<file path="src/rtl/stt_pkg.sv">
// shared types and constants of the source text tokenizer
package stt_pkg;

   // request and response payloads
   typedef struct packed {
      logic       command;
      logic [7:0] char_code;
   } req_type;

   typedef struct packed {
      logic [2:0]  kind;
      logic [31:0] value;
      logic        ident_last;
      logic        ident_truncated;
      logic        number_saturated;
      logic        last;
   } rsp_type;

   // commands
   localparam logic CMD_CHAR = 1'b0;
   localparam logic CMD_END  = 1'b1;

   // token kinds
   localparam logic [2:0] KIND_CHAR = 3'd0;
   localparam logic [2:0] KIND_EQ   = 3'd1;
   localparam logic [2:0] KIND_NEQ  = 3'd2;
   localparam logic [2:0] KIND_GTE  = 3'd3;
   localparam logic [2:0] KIND_LTE  = 3'd4;
   localparam logic [2:0] KIND_NUM  = 3'd5;
   localparam logic [2:0] KIND_IDCH = 3'd6;
   localparam logic [2:0] KIND_END  = 3'd7;

   // character constants
   localparam logic [7:0] CH_EQUAL = 8'h3D;
   localparam logic [7:0] CH_BANG  = 8'h21;
   localparam logic [7:0] CH_GT    = 8'h3E;
   localparam logic [7:0] CH_LT    = 8'h3C;
   localparam logic [7:0] CH_ZERO  = 8'h30;

   // character classes found by the front end
   typedef enum logic [2:0] {
      CLS_SPACE,
      CLS_ALPHA,
      CLS_DIGIT,
      CLS_OP,
      CLS_OTHER
   } char_class_type;

   // classified request held in the queue
   typedef struct packed {
      logic           is_end;
      char_class_type cls;
      logic [7:0]     code;
   } item_type;

   localparam int QUEUE_DEPTH = 2;
   localparam int QUEUE_AW    = $clog2(QUEUE_DEPTH);

endpackage

</file>
<file path="src/rtl/stt_front.sv">
// front end: accepts requests and classifies the character
module stt_front
   import stt_pkg::*;
(
   input  logic     req_push,
   input  req_type  req_data,
   output logic     req_full,
   input  logic     q_full,
   output logic     q_push,
   output item_type q_data
);

   logic [7:0] c;

   assign c        = req_data.char_code;
   assign req_full = q_full;
   assign q_push   = req_push && !q_full;

   always_comb begin
      q_data.is_end = (req_data.command == CMD_END);
      q_data.code   = c;
      if (c == 8'd32 || (c >= 8'd9 && c <= 8'd13)) begin
         q_data.cls = CLS_SPACE;
      end else if ((c >= 8'h41 && c <= 8'h5A) || (c >= 8'h61 && c <= 8'h7A)) begin
         q_data.cls = CLS_ALPHA;
      end else if (c >= CH_ZERO && c <= 8'h39) begin
         q_data.cls = CLS_DIGIT;
      end else if (c == CH_EQUAL || c == CH_BANG || c == CH_LT || c == CH_GT) begin
         q_data.cls = CLS_OP;
      end else begin
         q_data.cls = CLS_OTHER;
      end
   end

endmodule

</file>
<file path="src/rtl/stt_queue.sv">
// short queue of classified items between front and back end
module stt_queue
   import stt_pkg::*;
(
   input  logic     clock,
   input  logic     reset,
   input  logic     push,
   input  item_type push_data,
   output logic     full,
   input  logic     pop,
   output logic     empty,
   output item_type head
);

   item_type               slot_ff [QUEUE_DEPTH];
   logic [QUEUE_AW-1:0]    wr_ptr_ff, wr_ptr_in;
   logic [QUEUE_AW-1:0]    rd_ptr_ff, rd_ptr_in;
   logic [QUEUE_AW:0]      count_ff, count_in;
   logic                   do_push, do_pop;

   assign full    = (count_ff == (QUEUE_AW+1)'(QUEUE_DEPTH));
   assign empty   = (count_ff == '0);
   assign head    = slot_ff[rd_ptr_ff];
   assign do_push = push && !full;
   assign do_pop  = pop && !empty;

   always_comb begin
      wr_ptr_in = wr_ptr_ff;
      rd_ptr_in = rd_ptr_ff;
      count_in  = count_ff;
      if (do_push) begin
         wr_ptr_in = (wr_ptr_ff == QUEUE_AW'(QUEUE_DEPTH - 1)) ? '0 : wr_ptr_ff + 1'b1;
      end
      if (do_pop) begin
         rd_ptr_in = (rd_ptr_ff == QUEUE_AW'(QUEUE_DEPTH - 1)) ? '0 : rd_ptr_ff + 1'b1;
      end
      if (do_push && !do_pop) begin
         count_in = count_ff + 1'b1;
      end else if (do_pop && !do_push) begin
         count_in = count_ff - 1'b1;
      end
   end

   always_ff @(posedge clock) begin
      if (reset) begin
         wr_ptr_ff <= '0;
         rd_ptr_ff <= '0;
         count_ff  <= '0;
      end else begin
         wr_ptr_ff <= wr_ptr_in;
         rd_ptr_ff <= rd_ptr_in;
         count_ff  <= count_in;
      end
   end

   always_ff @(posedge clock) begin
      if (do_push) begin
         slot_ff[wr_ptr_ff] <= push_data;
      end
   end

endmodule

</file>
<file path="src/rtl/stt_back.sv">
// back end: scanner state, identifier buffer and response register
module stt_back
   import stt_pkg::*;
#(
   parameter int MAX_IDENT_LEN = 16
) (
   input  logic     clock,
   input  logic     reset,
   input  logic     q_empty,
   input  item_type q_head,
   output logic     q_pop,
   output logic     rsp_empty,
   input  logic     rsp_pop,
   output rsp_type  rsp_data
);

   localparam int IDX_W = (MAX_IDENT_LEN > 1) ? $clog2(MAX_IDENT_LEN) : 1;
   localparam int LEN_W = $clog2(MAX_IDENT_LEN + 1);

   typedef enum logic [1:0] {
      MODE_IDLE,
      MODE_NUM,
      MODE_IDENT,
      MODE_OP
   } mode_type;

   typedef enum logic {
      ST_RUN,
      ST_IDENT
   } state_type;

   state_type        state_ff, state_in;
   mode_type         mode_ff, mode_in;
   logic [7:0]       pend_ff, pend_in;
   logic [31:0]      acc_ff, acc_in;
   logic             sat_ff, sat_in;
   logic [LEN_W-1:0] len_ff, len_in;
   logic             ovf_ff, ovf_in;
   logic [IDX_W-1:0] idx_ff, idx_in;
   logic             out_valid_ff, out_valid_in;
   rsp_type          out_data_ff, out_data_in;

   logic [7:0]       ident_mem [MAX_IDENT_LEN];
   logic [7:0]       rd_data_ff;
   logic [IDX_W-1:0] rd_addr;
   logic             wr_en;
   logic [IDX_W-1:0] wr_addr;
   logic [7:0]       wr_data;

   logic             out_free, emit, follow_emit, id_final;
   logic [35:0]      acc_next;
   logic [2:0]       op_kind;

   assign out_free    = !out_valid_ff || rsp_pop;
   assign follow_emit = q_head.is_end || (q_head.cls == CLS_OTHER);
   assign id_final    = ((LEN_W'(idx_ff) + LEN_W'(1)) == len_ff);
   assign acc_next    = {acc_ff, 3'b000} + {2'b00, acc_ff, 1'b0}
                      + {32'd0, q_head.code[3:0]};
   assign rsp_empty   = !out_valid_ff;
   assign rsp_data    = out_data_ff;

   always_comb begin
      if (pend_ff == CH_EQUAL) begin
         op_kind = KIND_EQ;
      end else if (pend_ff == CH_BANG) begin
         op_kind = KIND_NEQ;
      end else if (pend_ff == CH_GT) begin
         op_kind = KIND_GTE;
      end else begin
         op_kind = KIND_LTE;
      end
   end

   always_comb begin
      state_in    = state_ff;
      mode_in     = mode_ff;
      pend_in     = pend_ff;
      acc_in      = acc_ff;
      sat_in      = sat_ff;
      len_in      = len_ff;
      ovf_in      = ovf_ff;
      idx_in      = idx_ff;
      emit        = 1'b0;
      out_data_in = out_data_ff;
      q_pop       = 1'b0;
      wr_en       = 1'b0;
      wr_addr     = '0;
      wr_data     = q_head.code;
      rd_addr     = '0;

      case (state_ff)
         ST_RUN: begin
            if (!q_empty && out_free) begin
               out_data_in = '0;
               case (mode_ff)
                  MODE_IDLE: begin
                     q_pop = 1'b1;
                     if (q_head.is_end) begin
                        emit             = 1'b1;
                        out_data_in.kind = KIND_END;
                        out_data_in.last = 1'b1;
                     end else begin
                        case (q_head.cls)
                           CLS_ALPHA: begin
                              mode_in = MODE_IDENT;
                              wr_en   = 1'b1;
                              len_in  = LEN_W'(1);
                              ovf_in  = 1'b0;
                           end
                           CLS_DIGIT: begin
                              mode_in = MODE_NUM;
                              acc_in  = {28'd0, q_head.code[3:0]};
                              sat_in  = 1'b0;
                           end
                           CLS_OP: begin
                              mode_in = MODE_OP;
                              pend_in = q_head.code;
                           end
                           CLS_OTHER: begin
                              emit              = 1'b1;
                              out_data_in.kind  = KIND_CHAR;
                              out_data_in.value = {24'd0, q_head.code};
                              out_data_in.last  = 1'b1;
                           end
                           default: begin
                              // whitespace: nothing to do
                           end
                        endcase
                     end
                  end
                  MODE_IDENT: begin
                     if (!q_head.is_end && q_head.cls == CLS_ALPHA) begin
                        q_pop = 1'b1;
                        if (len_ff < LEN_W'(MAX_IDENT_LEN)) begin
                           wr_en   = 1'b1;
                           wr_addr = IDX_W'(len_ff);
                           len_in  = len_ff + 1'b1;
                        end else begin
                           ovf_in = 1'b1;
                        end
                     end else begin
                        // flush the buffer, item stays at the queue head
                        state_in = ST_IDENT;
                        idx_in   = '0;
                     end
                  end
                  MODE_NUM: begin
                     if (!q_head.is_end && q_head.cls == CLS_DIGIT) begin
                        q_pop = 1'b1;
                        if (acc_next[35:32] != 4'd0) begin
                           acc_in = 32'hFFFF_FFFF;
                           sat_in = 1'b1;
                        end else begin
                           acc_in = acc_next[31:0];
                        end
                     end else begin
                        emit                         = 1'b1;
                        out_data_in.kind             = KIND_NUM;
                        out_data_in.value            = acc_ff;
                        out_data_in.number_saturated = sat_ff;
                        out_data_in.last             = !follow_emit;
                        mode_in                      = MODE_IDLE;
                     end
                  end
                  MODE_OP: begin
                     emit    = 1'b1;
                     mode_in = MODE_IDLE;
                     if (!q_head.is_end && q_head.code == CH_EQUAL) begin
                        q_pop            = 1'b1;
                        out_data_in.kind = op_kind;
                        out_data_in.last = 1'b1;
                     end else begin
                        out_data_in.kind  = KIND_CHAR;
                        out_data_in.value = {24'd0, pend_ff};
                        out_data_in.last  = !follow_emit;
                     end
                  end
                  default: begin
                     mode_in = MODE_IDLE;
                  end
               endcase
            end
         end
         ST_IDENT: begin
            rd_addr = idx_ff;
            if (out_free) begin
               emit                        = 1'b1;
               out_data_in                 = '0;
               out_data_in.kind            = KIND_IDCH;
               out_data_in.value           = {24'd0, rd_data_ff};
               out_data_in.ident_last      = id_final;
               out_data_in.ident_truncated = ovf_ff;
               out_data_in.last            = id_final && !follow_emit;
               if (id_final) begin
                  state_in = ST_RUN;
                  mode_in  = MODE_IDLE;
               end else begin
                  idx_in  = idx_ff + 1'b1;
                  rd_addr = idx_ff + 1'b1;
               end
            end
         end
         default: begin
            state_in = ST_RUN;
         end
      endcase

      if (emit) begin
         out_valid_in = 1'b1;
      end else if (rsp_pop) begin
         out_valid_in = 1'b0;
      end else begin
         out_valid_in = out_valid_ff;
      end
   end

   always_ff @(posedge clock) begin
      if (reset) begin
         state_ff     <= ST_RUN;
         mode_ff      <= MODE_IDLE;
         pend_ff      <= '0;
         acc_ff       <= '0;
         sat_ff       <= 1'b0;
         len_ff       <= '0;
         ovf_ff       <= 1'b0;
         idx_ff       <= '0;
         out_valid_ff <= 1'b0;
         out_data_ff  <= '0;
      end else begin
         state_ff     <= state_in;
         mode_ff      <= mode_in;
         pend_ff      <= pend_in;
         acc_ff       <= acc_in;
         sat_ff       <= sat_in;
         len_ff       <= len_in;
         ovf_ff       <= ovf_in;
         idx_ff       <= idx_in;
         out_valid_ff <= out_valid_in;
         out_data_ff  <= out_data_in;
      end
   end

   // identifier buffer, registered read
   always_ff @(posedge clock) begin
      if (wr_en) begin
         ident_mem[wr_addr] <= wr_data;
      end
      rd_data_ff <= ident_mem[rd_addr];
   end

endmodule

</file>
<file path="src/rtl/source_text_tokenizer.sv">
// top level of the source text tokenizer
//
//   channel   ports                          direction   handshake
//   request   req_push req_full req_data     in          push & !full
//   response  rsp_pop rsp_empty rsp_data     out         pop & !empty
//
// a request goes through the classifier into a two-entry queue; the scanner
// takes it from the registered queue head
// requests that only extend a token or start one are consumed directly;
// a number flush, or an operator not completed by '=', emits the pending
// token, then reprocesses the character; an identifier flush starts the
// buffer read, sends the buffered characters out one by one, then reprocesses
// reset is synchronous and clears all control state; no clearing pass
// the scanner stalls while the response register is held; req_full rises
// when both queue entries are taken
module source_text_tokenizer
   import stt_pkg::*;
#(
   parameter int MAX_IDENT_LEN = 16
) (
   input  logic    clock,
   input  logic    reset,
   input  logic    req_push,
   input  req_type req_data,
   output logic    req_full,
   output logic    rsp_empty,
   input  logic    rsp_pop,
   output rsp_type rsp_data
);

   // queue between classifier and scanner
   logic     q_full;
   logic     q_push;
   item_type q_in;
   logic     q_empty;
   logic     q_pop;
   item_type q_head;

   // classify each request as it is accepted
   stt_front u_front (
      .req_push (req_push),
      .req_data (req_data),
      .req_full (req_full),
      .q_full   (q_full),
      .q_push   (q_push),
      .q_data   (q_in)
   );

   stt_queue u_queue (
      .clock     (clock),
      .reset     (reset),
      .push      (q_push),
      .push_data (q_in),
      .full      (q_full),
      .pop       (q_pop),
      .empty     (q_empty),
      .head      (q_head)
   );

   // scanner with identifier buffer and response register
   stt_back #(
      .MAX_IDENT_LEN (MAX_IDENT_LEN)
   ) u_back (
      .clock     (clock),
      .reset     (reset),
      .q_empty   (q_empty),
      .q_head    (q_head),
      .q_pop     (q_pop),
      .rsp_empty (rsp_empty),
      .rsp_pop   (rsp_pop),
      .rsp_data  (rsp_data)
   );

endmodule

</file>
<file path="config.mk">
export PLATFORM = sky130hd
export DESIGN_NAME = source_text_tokenizer
export DESIGN_NICKNAME = d
export VERILOG_FILES = /design/src/rtl/stt_pkg.sv /design/src/rtl/stt_front.sv /design/src/rtl/stt_queue.sv /design/src/rtl/stt_back.sv /design/src/rtl/source_text_tokenizer.sv
export SDC_FILE = /design/constraint.sdc
export NUM_CORES = 1
export LEC_CHECK = 0
export BUFFER_PORTS_ARGS = -buffer_cell sky130_fd_sc_hd__buf_2
export CAP_MARGIN = 15
export CELL_PAD_IN_SITES_DETAIL_PLACEMENT = 0
export CELL_PAD_IN_SITES_GLOBAL_PLACEMENT = 1
export CORE_UTILIZATION = 42
export CTS_CLUSTER_SIZE = 25
export DETAILED_ROUTE_END_ITERATION = 10
export GPL_TIMING_DRIVEN = 0
export PLACE_DENSITY_LB_ADDON = 0.1
export SETUP_SLACK_MARGIN = 0.1
export SYNTH_ARGS = -nofsm -noshare
export SYNTH_HDL_FRONTEND = slang
export SYNTH_HIERARCHICAL = 1
export SYNTH_SLANG_ARGS = --single-unit
</file>
<file path="constraint.sdc">
create_clock -name clock -period 4.85 [get_ports clock]
set_clock_uncertainty 0.05 [all_clocks]
set_input_delay 0.2425 -clock clock [delete_from_list [all_inputs] [get_ports clock]]
set_output_delay 0.2425 -clock clock [all_outputs]
set_load 0.01 [all_outputs]
</file>
==> flow_summary.ini <==
[status]
status = finished, violations left
violations = design-rule violations

[synth]
ys.flop_type = edfxtp_1
synthCells = 1175
seq_area_frac_synth_pct = 50.9
synth_nets = 1256
async_flop_share_pct = 0
yosys_register_bits = 259
yosys.area.top_type = edfxtp_1
synth_edf_count = 152
yosys.cell_types.count = 81
yosysTopAreaCellShare_pct = 34.6
avgSynthCellArea_um2 = 11.2
yosysWarnings = 6
synthTopCellsByCount = edfxtp_1 (152), mux2i_1 (134), nor2_1 (117)
synth_area_leaders = edfxtp_1 (35%), dfxtp_1 (16%), mux2i_1 (10%)
synth_area_um2 = 13200
synth.most_common_cell = edfxtp_1

[timing]
period_needed_ps = 4420
relSlewSlack_pct = 24.8
finalSetupTns_ps = 0
min_period_over_period_pct = 91.2
worstMarginPinSlew_ps = 1130
setup_violations = 0
hold_viol_final = 0
fmax_ghz = 0.226
rsz0062_at_grt = no
maxSlewViolCount = 0
worst_hold_slack_ps = 30.3

[placement]
hpwl_um = 25200
gp_congestion = 0.831
io_buffers = 52

[route]
drc = 2
wire_per_inst_um = 20.7
drtAntennaViolNets = 0
first_pass_iters = 8
via_per_inst = 5.59
num_vias = 9438
drt_iter0_markers = 527
drt_wl_total_um = 34900

[finish]
num_antenna_cells = 0
multiInputGateArea_um2 = 6050
drive_above_1_share_pct = 12.6
num-fill-cells = 2890
nets = 1351
area_delta_synth_final_pct = 13.4
regArea_um2 = 6710
final_util_pct = 48.6

[grt]
grtUsageMet3_pct = 2.46
use_met1_pct = 30.1
grt_max_degree = 22
grt_pass1_wl_um = 53400
met2_usage_pct = 36.7
gr-total-overflow = 0
busiest_layer = met2
antenna_found_initial = 0
grt_pass1_vias = 9129
grt_use_total_pct = 22.0

[worst_setup_path]
cp_data_arrival_time_ps = 4760
critical_path_class = flip-flop to flip-flop
crit_fanout = 21
worst_r2r_endpoint = u_back/acc_ff[19]$_SDFFE_PP0P_
ff2ff_path_depth = 13
crit_path_start_kind = flip-flop
crit_top_cell = buf_2
endpoint = u_back/acc_ff[19]$_SDFFE_PP0P_
cp.required_ps = 5190
worst_path_largest_cell_delay_ps = 460
cp_cell_sequence = buf_2, mux2_4, fa_1, ha_1, nor2b_1, o31a_1, a221oi_4, o211ai_2, o311ai_1, o32ai_2, nor2_1, buf_2, a311oi_1
endpoint_kind = flip-flop
slowest_stage = mux2_4
ff2ff_setup_slack_ps = 430

[die]
dieWidth_um = 179
initial_core_util_pct = 42.9
fp.dieH_um = 179
ios = 54
num_rows = 64
core_area_um2 = 30700
dieArea_um2 = 32100

[clock_network]
cts-htree-levels = 1
clockRootBuffer = clkbuf_16
clock-sinks = 259
clk_latency_ps = 570
numCtsBuffers = 29
clk_path_buf_depth = 3
tritoncts = done
clk_pin_slew_ps = 60

[power]
powerDensity_nw_per_um2 = 402
leakage_nw = 5.52
ir_worst_vdd_mv = 0.268

[hold_path]
hold_class = input port to flip-flop

[run]
drv_cap = 0
-- cell families (layout without fill, tap and decap cells) --
family                     count (synthesis)  after routing  synth area share, %
buffers and inverters                     90            206                 3.44
DFF                                      259            259                 50.9
adders and majority gates                 68             68                 6.57
and+or+nand+nor                          308            308                 11.3
AOI/OAI and AO/OA                        266            266                 14.0
xor gates and xnor gates                  37             37                 2.46
muxes                                    147            147                 11.3
-- worst max-delay path: cells and delay by family (launching register included) --
kind / cells / cell delay [ps]
flip-flops: 1 / 360
AO/OA/AOI/OAI: 6 / 1700
multiplexers: 1 / 460
buffers and inverters: 2 / 590
adder cells (fa/ha/maj): 2 / 780
AND/OR/NAND/NOR: 2 / 310
-- repair_timing --
action | CTS | global route
setup endpoints to repair | 0 | 33
gates resized for setup | 0 | 5
endpoints found under the hold margin | 19 | 0
buffers inserted | 0 | 0
hold buffers | 8 | 0
-- registers in the layout, summed over array words and instances (netlist names), named ones only --
| name | count |
|---|---|
| u_back/rd_data_ff | 8 |
| u_back/rsp_data | 39 |
| u_back/ovf_ff | 1 |
| u_queue/rd_ptr_ff | 1 |
| u_back/len_ff | 5 |
| u_queue/count_ff | 2 |
| u_back/pend_ff | 8 |
| u_queue/slot_ff | 24 |
| u_back/state_ff | 1 |
| u_back/sat_ff | 1 |
| u_back/acc_ff | 32 |
| u_back/out_valid_ff | 1 |
| u_back/mode_ff | 2 |
| u_queue/wr_ptr_ff | 1 |
| u_back/idx_ff | 4 |
| u_back/ident_mem | 128 |
-- area by class of cell --
| type | instances | area share [%] |
|---|---|---|
| plain buffers | 72 | 2.59 |
| inverters | 18 | 0.452 |
| multi-input cells | 826 | 40.5 |
| repair buffers | 64 | 2.46 |
| well taps | 396 | 3.31 |
| flip-flops and latches | 259 | 44.9 |
| clock buffers | 31 | 4.90 |
| clock inverters | 21 | 0.962 |
-- placed cells by master (no fill, tap or decap), types with 6 or more instances in the layout --
master           n
nor2_1         117
clkbuf_1        43
xnor2_1         17
nor2b_1          6
edfxtp_1       152
or3_1            7
a222oi_1         8
clkbuf_16       29
nand4_1         13
o21ai_1          7
a22oi_1         34
inv_1           16
nand3_1         15
buf_2           57
clkinv_1        11
nor3_1          19
xor2_1          20
nor4_1          11
nand2_1         69
o211ai_1        14
mux2_2           9
ha_1            66
and2_1           9
mux2i_1        134
a311oi_1         8
o311ai_1         6
nand2b_1        12
a31oi_1          8
a21oi_1         65
a21o_1          17
dlygate4sd3_1    8
dfxtp_1        107
o21ai_0         46
buf_4           20
-- per-layer routing --
metal	vias up	share of wire, %
li1	4617	-
met1	4601	46
met2	177	48
met3	43	3.7
met4	0	2.3
met5	-	0
-- where the power goes --
part / total (mW) / internal, mW / leakage, nW / switching, mW
logic: 1.31 / 0.404 / 2.85 / 0.902
clock network: 2.03 / 1.14 / 0.425 / 0.888
registers: 2.67 / 2.58 / 2.24 / 0.0844
total: 6.01 / 4.13 / 5.52 / 1.88
-- worst min path at each step --
stage	endpoint	cells after the start	slack, ps	start
3_5_place_dp	u_queue/slot_ff[0][11]$_DFFE_PP_	1	380	req_data[8]
4_1_cts	u_queue/slot_ff[1][3]$_DFFE_PP_	2	5	req_data[3]
5_1_grt	u_queue/slot_ff[0][3]$_DFFE_PP_	2	30	req_data[3]
3_3_place_gp	u_queue/slot_ff[1][11]$_DFFE_PP_	1	380	req_data[8]
2_1_floorplan	u_queue/count_ff[1]$_SDFFE_PP0P_	1	260	reset
6_report	u_queue/slot_ff[0][3]$_DFFE_PP_	2	30	req_data[3]
-- metrics by stage --
stage,total power [mW],cell area (um2),setup slack [ps],instances
finish,6.01,15000,427,1687
global route,6.27,15000,94.6,1687
CTS,6.06,14900,106,1686
detailed placement,4.01,14000,134,1626
global placement,4.00,13900,118,1623
floorplan,3.51,13200,953,1175
Power figures use the tool's default switching activity.
